==> src/rtl/lcdnw_pkg.sv <==
// lcdnw_pkg: word types, op codes and byte constants for the lcd nibble writer
// no dependencies; used by every module under rtl
package lcdnw_pkg;

	localparam logic [1:0] OP_CMD  = 2'd0;
	localparam logic [1:0] OP_CHAR = 2'd1;
	localparam logic [1:0] OP_NUM  = 2'd2;
	localparam logic [1:0] OP_NONE = 2'd3;

	localparam logic [1:0] ROW_FIRST  = 2'd1;
	localparam logic [1:0] ROW_SECOND = 2'd2;

	localparam logic [7:0] CURSOR_ROW1 = 8'h80;
	localparam logic [7:0] CURSOR_ROW2 = 8'hC0;
	localparam logic [7:0] ASCII_ZERO  = 8'd48;
	localparam logic [7:0] ASCII_MINUS = 8'h2D;
	localparam logic [7:0] ASCII_SPACE = 8'h20;
	localparam logic [9:0] MAG_LIMIT   = 10'd999;

	localparam int MAX_BYTES = 5;

	typedef struct packed {
		logic [1:0]         op;
		logic [7:0]         byte_value;
		logic [1:0]         row;
		logic [5:0]         column;
		logic signed [15:0] number;
	} req_word_t;

	typedef struct packed {
		logic [3:0] nibble;
		logic       reg_select;
		logic       last;
	} res_word_t;

	// one item's byte list, oldest byte at index 0
	typedef struct packed {
		logic [MAX_BYTES-1:0][7:0] bytes;
		logic [MAX_BYTES-1:0]      rs;
		logic [2:0]                nbytes;
	} desc_t;

endpackage

==> src/rtl/lcdnw_front.sv <==
// lcdnw_front: three-stage front end, decodes a request into a byte list
// depends on lcdnw_pkg
module lcdnw_front (
	input  logic                clk,
	input  logic                arst_n,
	input  logic                push,
	input  lcdnw_pkg::req_word_t request,
	output logic                full,
	output logic                q_push,
	input  logic                q_full,
	output lcdnw_pkg::desc_t    q_wdata
);

	logic adv1, adv2, adv3;

	logic        v_s1, v_s2, v_s3;
	logic [1:0]  op_s1, op_s2;
	logic [7:0]  byte_s1, byte_s2;
	logic        cur_en_s1, cur_en_s2;
	logic [7:0]  cur_byte_s1, cur_byte_s2;
	logic [7:0]  sign_s1, sign_s2;
	logic        mag_ok_s1, mag_ok_s2;
	logic [9:0]  mag_s1;
	logic [3:0]  hund_s2;
	logic [6:0]  rem_s2;
	lcdnw_pkg::desc_t desc_s3;

	logic [15:0] raw;
	logic        neg;
	logic [15:0] mag16;
	logic        cur_en;
	logic [7:0]  cur_byte;
	logic [3:0]  hund;
	logic [6:0]  rem;
	logic [3:0]  tens;
	logic [3:0]  units;
	lcdnw_pkg::desc_t desc;

	assign adv3   = !v_s3 || !q_full;
	assign adv2   = !v_s2 || adv3;
	assign adv1   = !v_s1 || adv2;
	assign full   = !adv1;
	assign q_push = v_s3;
	assign q_wdata = desc_s3;

	// stage 1 decode
	always_comb begin
		raw   = request.number;
		neg   = raw[15];
		mag16 = neg ? (~raw + 16'd1) : raw;
		case (request.row)
			lcdnw_pkg::ROW_FIRST: begin
				cur_en   = 1'b1;
				cur_byte = lcdnw_pkg::CURSOR_ROW1 + {2'b00, request.column};
			end
			lcdnw_pkg::ROW_SECOND: begin
				cur_en   = 1'b1;
				cur_byte = lcdnw_pkg::CURSOR_ROW2 + {2'b00, request.column};
			end
			default: begin
				cur_en   = 1'b0;
				cur_byte = lcdnw_pkg::CURSOR_ROW1;
			end
		endcase
	end

	// stage 2 hundreds digit by compare ladder
	always_comb begin
		hund = 4'd0;
		rem  = mag_s1[6:0];
		for (int k = 1; k < 10; k++) begin
			if (mag_s1 >= 10'(k * 100)) begin
				hund = 4'(k);
				rem  = 7'(mag_s1 - 10'(k * 100));
			end
		end
	end

	// stage 3 tens and units, then byte list
	always_comb begin
		tens  = 4'd0;
		units = rem_s2[3:0];
		for (int k = 1; k < 10; k++) begin
			if (rem_s2 >= 7'(k * 10)) begin
				tens  = 4'(k);
				units = 4'(rem_s2 - 7'(k * 10));
			end
		end
		desc = '0;
		case (op_s2)
			lcdnw_pkg::OP_CMD: begin
				desc.bytes[0] = byte_s2;
				desc.rs       = 5'b00000;
				desc.nbytes   = 3'd1;
			end
			lcdnw_pkg::OP_CHAR: begin
				desc.bytes[0] = byte_s2;
				desc.rs       = 5'b00001;
				desc.nbytes   = 3'd1;
			end
			lcdnw_pkg::OP_NUM: begin
				if (cur_en_s2) begin
					desc.bytes[0] = cur_byte_s2;
					desc.bytes[1] = sign_s2;
					desc.bytes[2] = lcdnw_pkg::ASCII_ZERO + {4'd0, hund_s2};
					desc.bytes[3] = lcdnw_pkg::ASCII_ZERO + {4'd0, tens};
					desc.bytes[4] = lcdnw_pkg::ASCII_ZERO + {4'd0, units};
					desc.rs       = 5'b11110;
					desc.nbytes   = mag_ok_s2 ? 3'd5 : 3'd2;
				end else begin
					desc.bytes[0] = sign_s2;
					desc.bytes[1] = lcdnw_pkg::ASCII_ZERO + {4'd0, hund_s2};
					desc.bytes[2] = lcdnw_pkg::ASCII_ZERO + {4'd0, tens};
					desc.bytes[3] = lcdnw_pkg::ASCII_ZERO + {4'd0, units};
					desc.rs       = 5'b11111;
					desc.nbytes   = mag_ok_s2 ? 3'd4 : 3'd1;
				end
			end
			default: begin
				desc.nbytes = 3'd0;
			end
		endcase
	end

	always_ff @(posedge clk or negedge arst_n) begin
		if (!arst_n) begin
			v_s1 <= 1'b0;
			v_s2 <= 1'b0;
			v_s3 <= 1'b0;
		end else begin
			// unused op code is dropped here
			if (adv1) v_s1 <= push && (request.op != lcdnw_pkg::OP_NONE);
			if (adv2) v_s2 <= v_s1;
			if (adv3) v_s3 <= v_s2;
		end
	end

	always_ff @(posedge clk) begin
		if (adv1) begin
			op_s1       <= request.op;
			byte_s1     <= request.byte_value;
			cur_en_s1   <= cur_en;
			cur_byte_s1 <= cur_byte;
			sign_s1     <= neg ? lcdnw_pkg::ASCII_MINUS : lcdnw_pkg::ASCII_SPACE;
			mag_ok_s1   <= (mag16 <= {6'd0, lcdnw_pkg::MAG_LIMIT});
			mag_s1      <= mag16[9:0];
		end
		if (adv2) begin
			op_s2       <= op_s1;
			byte_s2     <= byte_s1;
			cur_en_s2   <= cur_en_s1;
			cur_byte_s2 <= cur_byte_s1;
			sign_s2     <= sign_s1;
			mag_ok_s2   <= mag_ok_s1;
			hund_s2     <= hund;
			rem_s2      <= rem;
		end
		if (adv3) begin
			desc_s3 <= desc;
		end
	end

endmodule

==> src/rtl/lcdnw_queue.sv <==
// lcdnw_queue: short first-in first-out buffer of byte lists
// depends on lcdnw_pkg
module lcdnw_queue #(
	parameter int DEPTH = 2
) (
	input  logic             clk,
	input  logic             arst_n,
	input  logic             wr_en,
	input  lcdnw_pkg::desc_t wdata,
	output logic             q_full,
	input  logic             rd_en,
	output lcdnw_pkg::desc_t rdata,
	output logic             q_empty
);

	localparam int PW = (DEPTH > 1) ? $clog2(DEPTH) : 1;
	localparam int CW = $clog2(DEPTH + 1);

	lcdnw_pkg::desc_t mem [DEPTH];
	logic [PW-1:0] wr_ptr_q, rd_ptr_q;
	logic [CW-1:0] count_q;

	assign q_full  = (count_q == CW'(DEPTH));
	assign q_empty = (count_q == '0);
	assign rdata   = mem[rd_ptr_q];

	always_ff @(posedge clk or negedge arst_n) begin
		if (!arst_n) begin
			wr_ptr_q <= '0;
			rd_ptr_q <= '0;
			count_q  <= '0;
		end else begin
			if (wr_en) begin
				wr_ptr_q <= (wr_ptr_q == PW'(DEPTH - 1)) ? '0 : wr_ptr_q + PW'(1);
			end
			if (rd_en) begin
				rd_ptr_q <= (rd_ptr_q == PW'(DEPTH - 1)) ? '0 : rd_ptr_q + PW'(1);
			end
			if (wr_en && !rd_en) count_q <= count_q + CW'(1);
			else if (rd_en && !wr_en) count_q <= count_q - CW'(1);
		end
	end

	always_ff @(posedge clk) begin
		if (wr_en) mem[wr_ptr_q] <= wdata;
	end

endmodule

==> src/rtl/lcdnw_back.sv <==
// lcdnw_back: nibble sequencer and result register
// depends on lcdnw_pkg
module lcdnw_back (
	input  logic                 clk,
	input  logic                 arst_n,
	input  logic                 q_empty,
	input  lcdnw_pkg::desc_t     q_rdata,
	output logic                 q_pop,
	output logic                 empty,
	input  logic                 pop,
	output lcdnw_pkg::res_word_t result
);

	lcdnw_pkg::desc_t    cur_q;
	logic                cur_v_q;
	logic [3:0]          idx_q;
	lcdnw_pkg::res_word_t out_q;
	logic                out_v_q;

	logic [7:0] byte_sel;
	logic [3:0] nib;
	logic       at_end;
	logic       emit;

	always_comb begin
		byte_sel = cur_q.bytes[idx_q[3:1]];
		nib      = idx_q[0] ? byte_sel[3:0] : byte_sel[7:4];
		at_end   = (idx_q[3:1] == (cur_q.nbytes - 3'd1)) && idx_q[0];
		emit     = cur_v_q && (!out_v_q || pop);
		q_pop    = !q_empty && (!cur_v_q || (emit && at_end));
	end

	assign empty  = !out_v_q;
	assign result = out_q;

	always_ff @(posedge clk or negedge arst_n) begin
		if (!arst_n) begin
			cur_v_q <= 1'b0;
			idx_q   <= 4'd0;
			out_v_q <= 1'b0;
		end else begin
			if (q_pop) begin
				cur_v_q <= 1'b1;
				idx_q   <= 4'd0;
			end else if (emit) begin
				if (at_end) cur_v_q <= 1'b0;
				else idx_q <= idx_q + 4'd1;
			end
			if (emit) out_v_q <= 1'b1;
			else if (pop) out_v_q <= 1'b0;
		end
	end

	always_ff @(posedge clk) begin
		if (q_pop) cur_q <= q_rdata;
		if (emit) begin
			out_q.nibble     <= nib;
			out_q.reg_select <= cur_q.rs[idx_q[3:1]];
			out_q.last       <= at_end;
		end
	end

endmodule

==> src/rtl/char_lcd_nibble_writer_top.sv <==
// char_lcd_nibble_writer_top: lcd 4-bit nibble writer, front decode, queue, back sequencer
// depends on lcdnw_pkg, lcdnw_front, lcdnw_queue, lcdnw_back
//
//   side    | handshake      | word
//   --------+----------------+--------------------------------------------
//   request | push / full    | op, byte_value, row, column, number
//   result  | pop / empty    | nibble, reg_select, last
//
// one request word accepted per cycle while the front pipeline can move
// the request word passes the front stages, the queue and the back item register before its first nibble is shown
// an item gives 2 to 10 nibbles, one per cycle while pop does not stall the result, set by the back sequencer
// op code 3 words are taken and give no result
// reset clears valid flags, queue pointers and count, and the nibble index only; a pop stall can back up to full
module char_lcd_nibble_writer_top #(
	parameter int QUEUE_DEPTH = 2
) (
	input  logic                 clk,
	input  logic                 arst_n,
	input  logic                 push,
	input  lcdnw_pkg::req_word_t request,
	output logic                 full,
	output logic                 empty,
	input  logic                 pop,
	output lcdnw_pkg::res_word_t result
);

	logic             q_push;
	logic             q_full;
	lcdnw_pkg::desc_t q_wdata;
	logic             q_pop;
	logic             q_empty;
	lcdnw_pkg::desc_t q_rdata;

	lcdnw_front u_front (
		.clk     (clk),
		.arst_n  (arst_n),
		.push    (push),
		.request (request),
		.full    (full),
		.q_push  (q_push),
		.q_full  (q_full),
		.q_wdata (q_wdata)
	);

	lcdnw_queue #(
		.DEPTH (QUEUE_DEPTH)
	) u_queue (
		.clk     (clk),
		.arst_n  (arst_n),
		.wr_en   (q_push && !q_full),
		.wdata   (q_wdata),
		.q_full  (q_full),
		.rd_en   (q_pop),
		.rdata   (q_rdata),
		.q_empty (q_empty)
	);

	lcdnw_back u_back (
		.clk     (clk),
		.arst_n  (arst_n),
		.q_empty (q_empty),
		.q_rdata (q_rdata),
		.q_pop   (q_pop),
		.empty   (empty),
		.pop     (pop),
		.result  (result)
	);

	a_pop_not_empty: assert property (@(posedge clk) disable iff (!arst_n)
		q_pop |-> !q_empty)
		else $error("queue read while empty");

	a_desc_len: assert property (@(posedge clk) disable iff (!arst_n)
		q_push |-> (q_wdata.nbytes != 3'd0 && q_wdata.nbytes <= 3'd5))
		else $error("byte list length out of range");

	a_push_holds: assert property (@(posedge clk) disable iff (!arst_n)
		(q_push && q_full) |=> (q_push && $stable(q_wdata)))
		else $error("front dropped a stalled byte list");

endmodule
==> config.mk <==
export PLATFORM = sky130hd
export DESIGN_NAME = char_lcd_nibble_writer_top
export DESIGN_NICKNAME = d
export VERILOG_FILES = /design/src/rtl/lcdnw_pkg.sv /design/src/rtl/lcdnw_front.sv /design/src/rtl/lcdnw_queue.sv /design/src/rtl/lcdnw_back.sv /design/src/rtl/char_lcd_nibble_writer_top.sv
export SDC_FILE = /design/constraint.sdc
export NUM_CORES = 1
export LEC_CHECK = 0
export BUFFER_PORTS_ARGS = -buffer_cell sky130_fd_sc_hd__buf_2
export CAP_MARGIN = 10
export CORE_MARGIN = 4
export CORE_UTILIZATION = 50
export CTS_BUF_LIST = sky130_fd_sc_hd__clkbuf_4 sky130_fd_sc_hd__clkbuf_8
export CTS_CLUSTER_SIZE = 10
export DETAILED_ROUTE_END_ITERATION = 6
export GPL_TIMING_DRIVEN = 0
export PLACE_DENSITY = 0.67
export SETUP_SLACK_MARGIN = 0.1
export SLEW_MARGIN = 20
export SYNTH_ARGS = -nofsm -noshare
export SYNTH_HDL_FRONTEND = slang
export SYNTH_SLANG_ARGS = --single-unit
==> constraint.sdc <==
create_clock -name clk -period 3.65 [get_ports clk]
set_clock_uncertainty 0.15 [all_clocks]
set_input_delay 1.095 -clock clk [delete_from_list [all_inputs] [get_ports clk]]
set_output_delay 1.095 -clock clk [all_outputs]
set_load 0.005 [all_outputs]
Word level (Yosys, flattened, before mapping)
Memory sizes are Yosys's and may differ from the RTL's. A register that Yosys moved wholly into a read port is not among the register bits.
Cells that the tools add are included.
{"block": "totals", "wordCells": 193, "out_inout_bits": 8, "in_bits": 38, "memories": 1, "latch_bits": 0, "regBits": 144, "ram_bits": 96, "rom_bits": 0}
{"block": "classes", "eq_ne": 8, "n_mul": 0, "add_sub_neg": 30, "bitwise_logic": 1, "div_mod_pow": 0, "magnitude_cmp": 20, "n_reduce_logical": 35, "shifts": 0, "mux": 63}
{"memory": "u_queue.mem", "depth": 2, "word_bits": 48, "read_ports": 1, "rd_ports_with_merged_regs": 1, "wr": 1, "line": "lcdnw_queue.sv:19", "source": "lcdnw_pkg::desc_t mem [DEPTH];"}
{"op": "$mux W4", "count": 16}
{"op": "$mux W7", "count": 9}
{"op": "$ge A10 B10 Y1 const B", "count": 4}
{"op": "$mux W40", "count": 1}
{"op": "$pmux W13 S3", "count": 1}
{"op": "$ge A10 B9 Y1 const B", "count": 3}
{"op": "$mux W3", "count": 10}
{"op": "$sub A7 B7 Y7 const B", "count": 4}
{"op": "$bmux W8 S3", "count": 1}
{"op": "$add A6 B4 Y7 const A", "count": 3}
{"op": "$ge A7 B6 Y1 const B", "count": 3}
{"op": "$ge A7 B7 Y1 const B", "count": 3}
{"op": "$sub A7 B6 Y7 const B", "count": 3}
{"op": "$sub A4 B4 Y4 const B", "count": 5}
{"op": "$add A16 B1 Y16 const B", "count": 1}
{"op": "$le A16 B10 Y1 const B", "count": 1}
{"op": "$mux W16", "count": 1}
{"op": "$not A16 Y16", "count": 1}
{"op": "$pmux W8 S2", "count": 1}
{"op": "$ge A7 B5 Y1 const B", "count": 2}
{"op": "$mux W1", "count": 14}
{"op": "$mux W2", "count": 6}
{"op": "$ge A10 B7 Y1 const B", "count": 1}
{"op": "$ge A10 B8 Y1 const B", "count": 1}
{"op": "28 further kinds", "count": 62}

Logic depth before layout (Yosys ltp)
Gate-level depths: netlist (run 1).
{"block": "depth", "depth_word": 13, "ltp_mapped": 11}

Hierarchy
From an unflattened synthesis (run 1), not the netlist that was laid out.
{"block": "hier_totals", "hier_cells": 831, "area_unflattened_um2": 11667.4}
{"mod": "lcdnw_front", "cells_per_inst": 528, "seq_area_each_um2": 2867.8, "area_each_um2": 5560.3, "n_inst": 1}
{"mod": "lcdnw_queue", "cells_per_inst": 165, "seq_area_each_um2": 2982.9, "area_each_um2": 3696.0, "n_inst": 1}
{"mod": "lcdnw_back", "cells_per_inst": 137, "seq_area_each_um2": 1771.7, "area_each_um2": 2397.3, "n_inst": 1}
{"mod": "char_lcd_nibble_writer_top", "cells_per_inst": 1, "seq_area_each_um2": 0.0, "area_each_um2": 13.8, "n_inst": 1}

Worst setup path before layout (run 1)
No wires, ideal clock.
{"block": "synth_path", "path_type": "in2reg", "from": "input port pop", "to": "register u_queue.count_q[1]", "setup_ps": 79, "t_arrival_ps": 3083, "path_stages": 8, "slack_ps": 338, "cell_sequence": "nand2b_1 nand2_1 a21oi_2 inv_1 ha_1 xor2_1 nor2_1 xor2_1"}
{"block": "synth_via", "elab_chain_cells": 8}
{"item": "start, declared", "line": "char_lcd_nibble_writer_top.sv:23", "source": "input logic pop,"}
{"item": "$logic_or A1 B1 Y1 *", "line": "lcdnw_back.sv:29", "source": "emit = cur_v_q && (!out_v_q || pop);"}
{"item": "$logic_and A1 B1 Y1 *", "line": "lcdnw_back.sv:29"}
{"item": "$logic_and A1 B1 Y1 *", "line": "lcdnw_back.sv:30", "source": "q_pop = !q_empty && (!cur_v_q || (emit && at_end));"}
{"item": "$logic_or A1 B1 Y1 *", "line": "lcdnw_back.sv:30"}
{"item": "$logic_and A1 B1 Y1 *", "line": "lcdnw_back.sv:30"}
{"item": "net q_pop", "line": "char_lcd_nibble_writer_top.sv:30", "source": "logic q_pop;"}
{"item": "$logic_not A1 Y1", "line": "lcdnw_queue.sv:39", "source": "if (wr_en && !rd_en) count_q <= count_q + CW'(1);"}
{"item": "$logic_and A1 B1 Y1", "line": "lcdnw_queue.sv:39"}
{"item": "$mux W2 or $reduce_bool A2 Y1 (tied branches)"}
{"item": "end signal, assigned", "line": "lcdnw_queue.sv:39"}
{"item": "end signal, assigned", "line": "lcdnw_queue.sv:40", "source": "else if (rd_en && !wr_en) count_q <= count_q - CW'(1);"}
{"item": "end, declared", "line": "lcdnw_queue.sv:21", "source": "logic [CW-1:0] count_q;"}
Mark *: on every way through the listed nets, which the timed path passes. The rest lies on a longest branch.
A chain may end at the register's enable or synchronous reset.

Worst setup path after layout (run 1)
{"block": "layout_path", "from": "register u_queue.count_q[0]", "to": "output port full"}
{"block": "layout_via", "elab_chain_cells": 6}
{"item": "$eq A2 B2 Y1", "line": "lcdnw_queue.sv:23", "source": "assign q_full = (count_q == CW'(DEPTH));"}
{"item": "$logic_not A1 Y1", "line": "lcdnw_front.sv:39", "source": "assign adv3 = !v_s3 || !q_full;"}
{"item": "$logic_or A1 B1 Y1", "line": "lcdnw_front.sv:39"}
{"item": "$logic_or A1 B1 Y1", "line": "lcdnw_front.sv:40", "source": "assign adv2 = !v_s2 || adv3;"}
{"item": "$logic_or A1 B1 Y1", "line": "lcdnw_front.sv:41", "source": "assign adv1 = !v_s1 || adv2;"}
{"item": "$logic_not A1 Y1", "line": "lcdnw_front.sv:42", "source": "assign full = !adv1;"}
{"item": "end, declared", "line": "char_lcd_nibble_writer_top.sv:21", "source": "output logic full,"}
Every way passes these cells.

==> metrics.yaml, run 1 <==
outcome:
  status: "complete, no violations"
power_and_ir_drop:
  internal_power_mw: 5.64
  seqPwrFrac: 0.469
  power_mw: 8.33
  switchingPower_mw: 2.69
  swShare: 0.323
  p_clk_frac: 0.228
  power.density_mw_per_mm2: 747
  p_leak_nw: 4.20
  ir_drop_uv: 285
  combPwrFrac: 0.303
route:
  viasPerCell: 5.65
  final_antenna_net_count: 0
  num_vias: 6333
  drtPass1Iterations: 7
  wl_per_cell_um: 18.5
  drc: 0
  initialDrtViolationCount: 445
  wirelength_mm: 20.7
placement:
  hpwl_mm: 14.8
  io_buffers: 42
  dp_cells: 1058
  gp_congestion: 0.873
  place_area_mm2: 0.0105
grt:
  grt_max_degree: 33
  grt_usage: 0.190
  grt.overflow.total: 0
  grt_pass1_wl_mm: 33.3
  antenna_found_initial: 0
  grt_pass1_vias: 6468
synth:
  ys_ff_latch: 208
  syn_area_per_cell_um2: 13.0
  syn_inst: 753
  synth-seq-area-share: 0.629
  synth_fp_nets: 821
  synthArstFlopShare: 0.0625
  ys_dominant_reg_cell: "edfxtp_1"
  synthDistinctLibCells: 72
  synth_edf_count: 195
  netlist_area_mm2: 0.00982
  synth_warnings: 0
floorplan:
  die_h_um: 148
  die_width_um: 148
  dieArea_mm2: 0.0219
  initial_core_util: 0.516
  ios: 46
  coreArea_mm2: 0.0190
  rows: 50
sta:
  slew_headroom: 0.386
  rsz0062_at_grt: "false"
  fmax_mhz: 299
  worst-slew-pin-transition_ps: 914
  hold_violations: 0
  setup_viol: 0
  fin_crit_ps: 3350
  drv_slew: 0
  period_share: 0.917
finish:
  diodes: 0
  fin_nets: 903
  syn2layout_area_growth_pct: 13.5
  layout-drive-gt1-share: 0.186
  fill_cells: 1578
  stdcell_area_mm2: 0.0111
  stdcell_count: 1120
clocking:
  htreeDepth: 2
  worstSkewPairLatency_ps: 500
  cts_buffer_depth: 3
  cts_tree: "yes"
  cts-buffers-inserted: 35
  cts_root_buf: "clkbuf_8"
  path_clk_slew_ps: 60
  clock-sinks: 208
  ctsHoldBuffers: 0
  postCtsSetupBuffers: 0
  cts-resized-gates: 3
worst_setup_path:
  path_class: "register to primary output"
  critPathCaptureType: "primary output"
  critPathMaxStageDelay_ps: 410
  worst-endpoint-arrival_ps: 2100
  cp_max_fo: 32
  cp_slowest_cell: "dfrtp_1"
  crit_chain: "nand2b_1, nor2_1, nand3_4, inv_1, buf_2"
  startpoint_type: "register"
  required_ps: 2400
min_path:
  hold_class: "register to register"
flow_run:
  max-cap-violations: 0
-- registers in the layout, summed over array words and instances, names as in the netlist, 4 cells and up --
register	count
u_front.q_wdata	32
u_front.cur_byte_s2	7
u_front.cur_byte_s1	7
u_front.byte_s1	8
u_front.mag_s1	10
u_back.idx_q	4
u_front.byte_s2	8
u_front.hund_s2	4
u_back.result	6
u_queue.mem	64
u_front.rem_s2	7
u_back.cur_q	32
-- power groups by stage --
stage / logic [mW] / registers [mW] / clock network (mW)
floorplan: 1.77 / 3.83 / 0
detailed placement: 2.50 / 3.95 / 0
CTS: 2.52 / 3.90 / 1.96
global route: 2.78 / 3.97 / 2.08
finish: 2.52 / 3.90 / 1.90
global placement: 2.36 / 3.92 / 0
-- layout make-up --
class                   instances  area, µm²  area share
flip-flops and latches        208       6180       0.554
multi-input cells             463       3370       0.303
inverters                      45        169      0.0152
clock buffers                  47        584      0.0524
repair buffers                 45        293      0.0263
plain buffers                  37        154      0.0138
well taps                     260        325      0.0292
clock inverters                15       68.8     0.00617
-- critical path: cells and delay by family (launching register included) --
kind | cells | cell delay, ps
and+or+nand+nor | 3 | 940
DFF | 1 | 410
buffers and inverters | 2 | 250
-- metrics by stage --
stage          utilization  hold slack, ps  setup TNS [ps]  setup WS, ps
2_1_floorplan            -             250               0           338
3_3_place_gp         0.544             252            -796          -251
3_5_place_dp         0.550             255            -247          -155
4_1_cts              0.585             266               0           136
5_1_grt              0.586             274               0           104
6_report             0.586             264               0           303
-- cells in the final DEF, fill, tap and decap left out, drive strengths merged, types with 9 or more instances in the layout --
cell | synthesis | layout
o21ai | 39 | 39
buf | 7 | 52
nand2 | 45 | 45
nor3 | 12 | 12
a31oi | 12 | 12
clkbuf | 30 | 77
and2 | 14 | 14
mux2 | 34 | 34
xnor2 | 19 | 19
dfrtp | 13 | 13
xor2 | 9 | 9
edfxtp | 195 | 195
inv | 45 | 45
nand3 | 14 | 14
nor2b | 10 | 10
clkinv | 0 | 13
ha | 30 | 30
nor2 | 46 | 46
nand2b | 14 | 14
a21oi | 31 | 31
-- cell families after synthesis --
group,count (synthesis),synth area share
adders and majority gates,30,0.0382
and+or+nand+nor,199,0.106
AOI/OAI and AO/OA,159,0.110
muxes,46,0.0563
DFF,208,0.629
xor gates and xnor gates,29,0.0273
buffers and inverters,82,0.0327
-- path summary, 6_finish.rpt --
path,from,to,slack (ps),cells past startpoint
max,u_queue.count_q[0]$_DFFE_PN0P_,full,300,5
min in group asynchronous,arst_n,u_back.idx_q[2]$_DFFE_PN0P_,350,1
min,u_front.cur_byte_s1[2]$_DFFE_PN_,u_front.cur_byte_s2[2]$_DFFE_PP_,260,0
max in group asynchronous,arst_n,u_back.idx_q[0]$_DFFE_PN0P_,2750,1
max reg2reg,u_front.mag_s1[5]$_DFFE_PN_,u_front.rem_s2[4]$_DFFE_PP_,390,9
min reg2reg,u_front.cur_byte_s1[2]$_DFFE_PN_,u_front.cur_byte_s2[2]$_DFFE_PP_,260,0
-- cell usage after synthesis (all sizes together), types with 4 or more instances --
cell type,number,area [µm²]
edfxtp,195,5860
nor2,46,173
inv,45,169
nand2,45,169
o21ai,39,195
mux2,34,383
a21oi,31,159
clkbuf,30,114
ha,30,375
xnor2,19,166
and2,14,87.6
nand2b,14,87.6
nand3,14,70.1
dfrtp,13,325
a31oi,12,75.1
nor3,12,60.1
nor2b,10,62.6
xor2,9,78.8
a311oi,8,70.1
mux2i,8,80.1
buf,7,38.8
nor4,7,43.8
o31ai,6,50.1
a211oi,5,37.5
and3,5,31.3
nor3b,5,37.5
o21a,5,37.5
o22ai,5,31.3
or3,5,31.3
a21o,4,30.0
a221oi,4,35.0
mux4,4,90.1
nand3b,4,30.0
o211ai,4,30.0
-- routing by layer --
layer,vias to the layer above,global-route usage,part of all wire
li1,3017,-,-
met1,3063,0.261,0.45
met2,210,0.303,0.48
met3,43,0.0338,0.052
met4,0,0.0748,0.026
met5,-,0,0
No activity file was read; power rests on OpenSTA's default activity.
==> run 2, diff against run 1 <==
--- a/config.mk
+++ b/config.mk
@@ -8,4 +8,5 @@
 export BUFFER_PORTS_ARGS = -buffer_cell sky130_fd_sc_hd__buf_2
 export CAP_MARGIN = 10
+export CORE_ASPECT_RATIO = 1.4
 export CORE_MARGIN = 4
 export CORE_UTILIZATION = 50
==> constraint.sdc (replaced) <==
create_clock -name clk -period 3.65 [get_ports clk]
set_clock_uncertainty 0.15 [all_clocks]
set_input_delay 0.1825 -clock clk [delete_from_list [all_inputs] [get_ports clk]]
set_output_delay 0.1825 -clock clk [all_outputs]
set_load 0.005 [all_outputs]
==> run 2 against run 1 <==
Net effect: utilization increased by 0.79 points; clock power decreased by 3%; maximum frequency increased by 1.5%; die area increased by 0.14%; global-route usage decreased by 0.46 points; final area increased by 2.8%; critical path depth increased by 4; sequential power about the same; hold slack got worse by 180 ps; sequential share of layout area decreased by 1.5 points.
==> metrics.yaml, run 2 (synthesized netlist as in run 1, its figures left out) <==
route:
  wl_per_cell_um: 17.9  # was 18.5 µm
  drc: 0  # unchanged
  wirelength_mm: 20.3  # was 20.7 mm
  final_antenna_net_count: 0  # unchanged
  viasPerCell: 5.57  # was 5.65
  drtPass1Iterations: 5  # was 7
  num_vias: 6330  # was 6333
  initialDrtViolationCount: 364  # was 445
finish:
  fin_nets: 937  # was 903
  syn2layout_area_growth_pct: 16.7  # was 13.5%
  final_common_cell: "edfxtp_1"  # unchanged
  largest_register: "u_queue.mem"  # unchanged
  diodes: 0  # unchanged
  multiInputGateArea_mm2: 0.00336  # was 0.00337 mm²
  post-route-util: 0.594  # was 0.586
  fill_cells: 1497  # was 1578
  mostFrequentLayoutCells: "edfxtp_1, buf_2, nor2_1"  # unchanged
  ff_latch_area_mm2: 0.00618  # unchanged
  layout-drive-gt1-share: 0.178  # was 0.186
  reg_top3: "u_queue.mem (64), u_back.cur_q (32), u_front.q_wdata (32)"  # unchanged
  largest_reg_flops: 64  # unchanged
power_and_ir_drop:
  switchingPower_mw: 2.56  # was 2.69 mW
  p_leak_nw: 4.35  # was 4.20 nW
  swShare: 0.311  # was 0.323
  internal_power_mw: 5.66  # was 5.64 mW
  p_clk_frac: 0.225  # was 0.228
  power.density_mw_per_mm2: 717  # was 747 mW/mm²
  ir_drop_uv: 343  # was 285 µV
  seqPwrFrac: 0.474  # was 0.469
  combPwrFrac: 0.301  # was 0.303
grt:
  grt_usage: 0.185  # was 0.190
  grt_pass1_wl_mm: 33.1  # was 33.3 mm
  grt.overflow.total: 0  # unchanged
  grt_pass1_vias: 6622  # was 6468
  antenna_found_initial: 0  # unchanged
  grt_max_degree: 33  # unchanged
outcome:
  status: "complete, no violations"  # unchanged
flow_run:
  max-cap-violations: 0  # unchanged
placement:
  post-place-ws_ps: -240  # was -155 ps
  gp_congestion: 0.872  # was 0.873
  hpwl_mm: 14.9  # was 14.8 mm
  io_buffers: 42  # unchanged
floorplan:
  ios: 46  # unchanged
  dieArea_mm2: 0.0220  # was 0.0219 mm²
  die_h_um: 174  # was 148 µm
  rows: 60  # was 50
  coreArea_mm2: 0.0193  # was 0.0190 mm²
  die_width_um: 126  # was 148 µm
  initial_core_util: 0.509  # was 0.516
clocking:
  postCtsSetupBuffers: 0  # unchanged
  cts_root_buf: "clkbuf_8"  # unchanged
  cts-buffers-inserted: 31  # was 35
  worstSkewPairLatency_ps: 540  # was 500 ps
  clock-sinks: 208  # unchanged
  path_clk_slew_ps: 60  # about the same
  htreeDepth: 1  # was 2
  cts_tree: "yes"  # unchanged
  cts_buffer_depth: 3  # unchanged
sta:
  fmax_mhz: 303  # was 299 MHz
  setup_viol: 0  # unchanged
  period_share: 0.904  # was 0.917
  slew_headroom: 0.373  # was 0.386
  tns_ps: 0  # unchanged
  rsz0062_at_grt: "false"  # unchanged
  fin_crit_ps: 3300  # was 3350 ps
  hold_violations: 0  # unchanged
  worst-slew-pin-transition_ps: 936  # was 914 ps
  worst_slack_ps: 351  # was 303 ps
  drv_slew: 0  # unchanged
min_path:
  min_path_cells: 4  # was 0
  hold_class: "input pin to register"  # was register to register
worst_setup_path:
  startpoint_type: "register"  # unchanged
  worst-endpoint-arrival_ps: 3410  # was 2100 ps
  required_ps: 3760  # was 2400 ps
  critPathCaptureType: "register"  # was primary output
  rr_worst_depth: 9  # unchanged
  cp_max_fo: 10  # was 32
  path_class: "register to register"  # was register to primary output
run 2: critical path, stage by stage (launching register included):
cell and delay, ps:
edfxtp_1 570, inv_1 310, ha_1 250, clkbuf_2 260, nor2b_1 100, o31ai_1 410, and2_1 290, o41ai_1 90
a2111oi_1 380, o221ai_1 180
run 2: routing by layer:
layer / track usage / routed length (µm) / vias up / part of all wire
li1: - / - / 3067 / -
met1: 0.214 / 7770 / 3021 / 0.38
met2: 0.344 / 11000 / 186 / 0.54
met3: 0.0262 / 843 / 56 / 0.041
met4: 0.0707 / 700 / 0 / 0.034
met5: 0 / 0 / - / 0
run 2: area by class of cell:
class	count	share of cell area
well taps	248	0.0271
flip-flops and latches	208	0.539
multi-input cells	463	0.294
clock buffers	47	0.0493
repair buffers	83	0.0574
inverters	45	0.0147
clock inverters	6	0.00524
plain buffers	37	0.0134
run 2: what timing repair did:
item | CTS | global route
hold endpoints to repair | 46 | 0
hold buffers | 38 | 0
resized for setup | 5 | 1
setup endpoints to repair | 3 | 1
run 2: final timing paths:
path / startpoint / to / slack (ps)
min in group asynchronous: arst_n / u_queue.rd_ptr_q$_DFFE_PN0P_ / 620
max in group asynchronous: arst_n / u_front.q_push$_DFFE_PN0P_ / 2300
setup reg to reg: u_front.mag_s1[3]$_DFFE_PN_ / u_front.rem_s2[3]$_DFFE_PP_ / 350
hold / removal: request[14] / u_front.mag_ok_s1$_DFFE_PN_ / 90
setup / recovery: u_front.mag_s1[3]$_DFFE_PN_ / u_front.rem_s2[3]$_DFFE_PP_ / 350
hold reg to reg: u_front.byte_s1[6]$_DFFE_PN_ / u_front.byte_s2[6]$_DFFE_PP_ / 260
run 2: power groups by stage:
stage | logic (mW) | registers (mW) | clock network [mW]
after floorplan | 1.77 | 3.83 | 0
after global placement | 2.33 | 3.93 | 0
after detailed placement | 2.43 | 3.95 | 0
after CTS | 2.48 | 3.90 | 1.90
after global routing | 2.75 | 3.96 | 2.02
final | 2.47 | 3.90 | 1.85
run 2: stage by stage:
stage / std cells / area [µm²] / hold slack, ps / power (mW)
finish: 1137 / 11500 / 85.6 / 8.21
global route: 1137 / 11500 / 90.7 / 8.73
CTS: 1137 / 11500 / 53.6 / 8.29
detailed placement: 1046 / 10400 / -48.2 / 6.38
global placement: 1043 / 10300 / -57.3 / 6.25
floorplan: 753 / 9820 / -263 / 5.60
==> run 3, diff against run 2 <==
- RECOVER_POWER: not set -> 100
- SETUP_SLACK_MARGIN: 0.1 -> not set
==> run 3 against run 2 <==
Net effect: the flow now finishes with violations (max-capacitance violations, max-slew violations); first-iteration DRC count is 3.6% higher; cell count is the same; wire length about the same; sequential cell count did not move; combinational power decreased by 4%; largest cell class unchanged; largest power group unchanged.
==> metrics.yaml, run 3 (synthesized netlist as in run 1, its figures left out) <==
worst_setup_path:
  required_ps: 3840  # was 3760 ps
  reg2reg_to: "u_front.rem_s2[6]$_DFFE_PP_"  # was u_front.rem_s2[3]$_DFFE_PP_
  crit_path_start: "u_front.mag_s1[3]$_DFFE_PN_"  # unchanged
  cp-endpoint: "u_front.rem_s2[6]$_DFFE_PP_"  # was u_front.rem_s2[3]$_DFFE_PP_
  startpoint_type: "register"  # unchanged
  path_class: "register to register"  # unchanged
  r2r_start: "u_front.mag_s1[3]$_DFFE_PN_"  # unchanged
  r2r_setup_slack_ps: 210  # was 350 ps
  cp_max_fo: 10  # unchanged
  rr_worst_depth: 9  # unchanged
  worst-endpoint-arrival_ps: 3630  # was 3410 ps
  critPathCaptureType: "register"  # unchanged
clocking:
  cts-buffers-inserted: 31  # unchanged
  postCtsSetupBuffers: 0  # unchanged
  path_clk_slew_ps: 60  # about the same
  htreeDepth: 1  # unchanged
  cts_tree: "yes"  # unchanged
  clock-sinks: 208  # unchanged
  worstSkewPairLatency_ps: 540  # about the same
  cts_root_buf: "clkbuf_8"  # unchanged
  cts_buffer_depth: 3  # unchanged
power_and_ir_drop:
  seqPwrFrac: 0.480  # was 0.474
  internal_power_mw: 5.60  # was 5.66 mW
  switchingPower_mw: 2.53  # was 2.56 mW
  ir_drop_uv: 342  # was 343 µV
  p_leak_nw: 4.29  # was 4.35 nW
  p_clk_frac: 0.228  # was 0.225
  swShare: 0.312  # was 0.311
  power_mw: 8.14  # was 8.21 mW
  power.density_mw_per_mm2: 717  # about the same
  combPwrFrac: 0.292  # was 0.301
route:
  initialDrtViolationCount: 377  # was 364
  wl_per_cell_um: 17.9  # about the same
  drc: 0  # unchanged
  drtPass1Iterations: 5  # unchanged
  viasPerCell: 5.59  # was 5.57
  final_antenna_net_count: 0  # unchanged
  wirelength_mm: 20.3  # about the same
  num_vias: 6352  # was 6330
outcome:
  violations: "max-capacitance violations, max-slew violations"
  status: "finished with violations"  # was complete, no violations
grt:
  grt_pass1_wl_mm: 33.2  # was 33.1 mm
  grt_usage: 0.186  # was 0.185
  grt_pass1_vias: 6646  # was 6622
  grt.overflow.total: 0  # unchanged
  antenna_found_initial: 0  # unchanged
  grt_max_degree: 33  # unchanged
sta:
  setup_viol: 0  # unchanged
  worst-slew-pin-transition_ps: 1510  # was 936 ps
  slew_headroom: -0.00849  # was 0.373
  rsz0062_at_grt: "false"  # unchanged
  hold_violations: 0  # unchanged
  fmax_mhz: 291  # was 303 MHz
  period_share: 0.942  # was 0.904
  drv_slew: 28  # was 0
  whs_ps: 83.6  # was 85.6 ps
  fin_crit_ps: 3440  # was 3300 ps
finish:
  layout-drive-gt1-share: 0.151  # was 0.178
  largest_reg_flops: 64  # unchanged
  fill_cells: 1520  # was 1497
  largest_register: "u_queue.mem"  # unchanged
  fin_nets: 937  # unchanged
  diodes: 0  # unchanged
  syn2layout_area_growth_pct: 15.6  # was 16.7%
  final_common_cell: "edfxtp_1"  # unchanged
  reg_top3: "u_queue.mem (64), u_back.cur_q (32), u_front.q_wdata (32)"  # unchanged
  mostFrequentLayoutCells: "edfxtp_1, nor2_1, inv_1, nand2_1, clkbuf_1"  # was edfxtp_1, buf_2, nor2_1
floorplan:
  coreArea_mm2: 0.0193  # unchanged
  die_h_um: 174  # unchanged
  initial_core_util: 0.509  # unchanged
  ios: 46  # unchanged
  rows: 60  # unchanged
  die_width_um: 126  # unchanged
  dieArea_mm2: 0.0220  # unchanged
min_path:
  hold_class: "input pin to register"  # unchanged
placement:
  gp_congestion: 0.872  # unchanged
  hpwl_mm: 14.9  # unchanged
  io_buffers: 42  # unchanged
flow_run:
  max-cap-violations: 1  # was 0
run 3: cell count changes in the layout (fill, tap and decap cells not counted), moves of 2 or more:
cell,delta
clkbuf_1,+14
buf_2,-10
buf_12,-2
mux2_1,+2
and2_1,-9
mux2_2,-2
and2_0,+9
run 3: worst min-delay path by stage:
stage | start | endpoint | slack [ps] | depth (start not counted)
finish | request[14] | u_front.mag_ok_s1$_DFFE_PN_ | 80 | 4
global route | request[10] | u_front.mag_ok_s1$_DFFE_PN_ | 90 | 4
CTS | request[14] | u_front.mag_ok_s1$_DFFE_PN_ | 50 | 4
detailed placement | arst_n | u_back.out_v_q$_DFFE_PN0P_ | -50 | 1
global placement | arst_n | u_back.out_v_q$_DFFE_PN0P_ | -60 | 1
floorplan | arst_n | u_back.cur_v_q$_DFFE_PN0P_ | -260 | 0
run 3: final cells by class:
class	count	area (µm²)	share of cell area
inverters	45	169	0.0149
flip-flops and latches	208	6180	0.545
repair buffers	83	591	0.0520
plain buffers	37	153	0.0135
clock buffers	47	566	0.0498
multi-input cells	463	3320	0.293
clock inverters	6	60.1	0.00529
well taps	248	310	0.0273
run 3: power groups by stage:
| stage | logic, mW | clock network, mW | registers (mW) |
|---|---|---|---|
| finish | 2.37 | 1.85 | 3.91 |
| global route | 2.65 | 2.02 | 3.98 |
| CTS | 2.48 | 1.90 | 3.90 |
| detailed placement | 2.43 | 0 | 3.95 |
| global placement | 2.33 | 0 | 3.93 |
| floorplan | 1.77 | 0 | 3.83 |
run 3: critical path, cell delays in order (launching register included):
cell and delay (ps):
edfxtp_1 610, inv_1 270, ha_1 280, clkbuf_2 220, and4_1 270, a221oi_2 580
o2111ai_1 180, a31o_1 200, o311ai_0 120, mux2i_1 350
run 3: per-layer routing:
metal / GRT usage / wire length, µm / vias to the layer above
li1: - / - / 3062
met1: 0.214 / 7720 / 3023
met2: 0.347 / 11100 / 210
met3: 0.0259 / 881 / 57
met4: 0.0666 / 667 / 0
met5: 0 / 0 / -
run 3: what timing repair did:
action,CTS,global route
hold endpoints to repair,46,0
resized for setup,2,3
setup endpoints to repair,2,3
hold buffers,38,0
run 3: metrics by stage:
stage               utilization  setup TNS, ps  area (µm²)  worst slack (ps)  std cells
global placement          0.536           -772       10300              -349       1043
global route              0.588              0       11300              54.8       1137
CTS                       0.593              0       11400              69.6       1137
detailed placement        0.541           -353       10400              -240       1046
floorplan                     -              0        9820               499        753
finish                    0.588              0       11300               211       1137
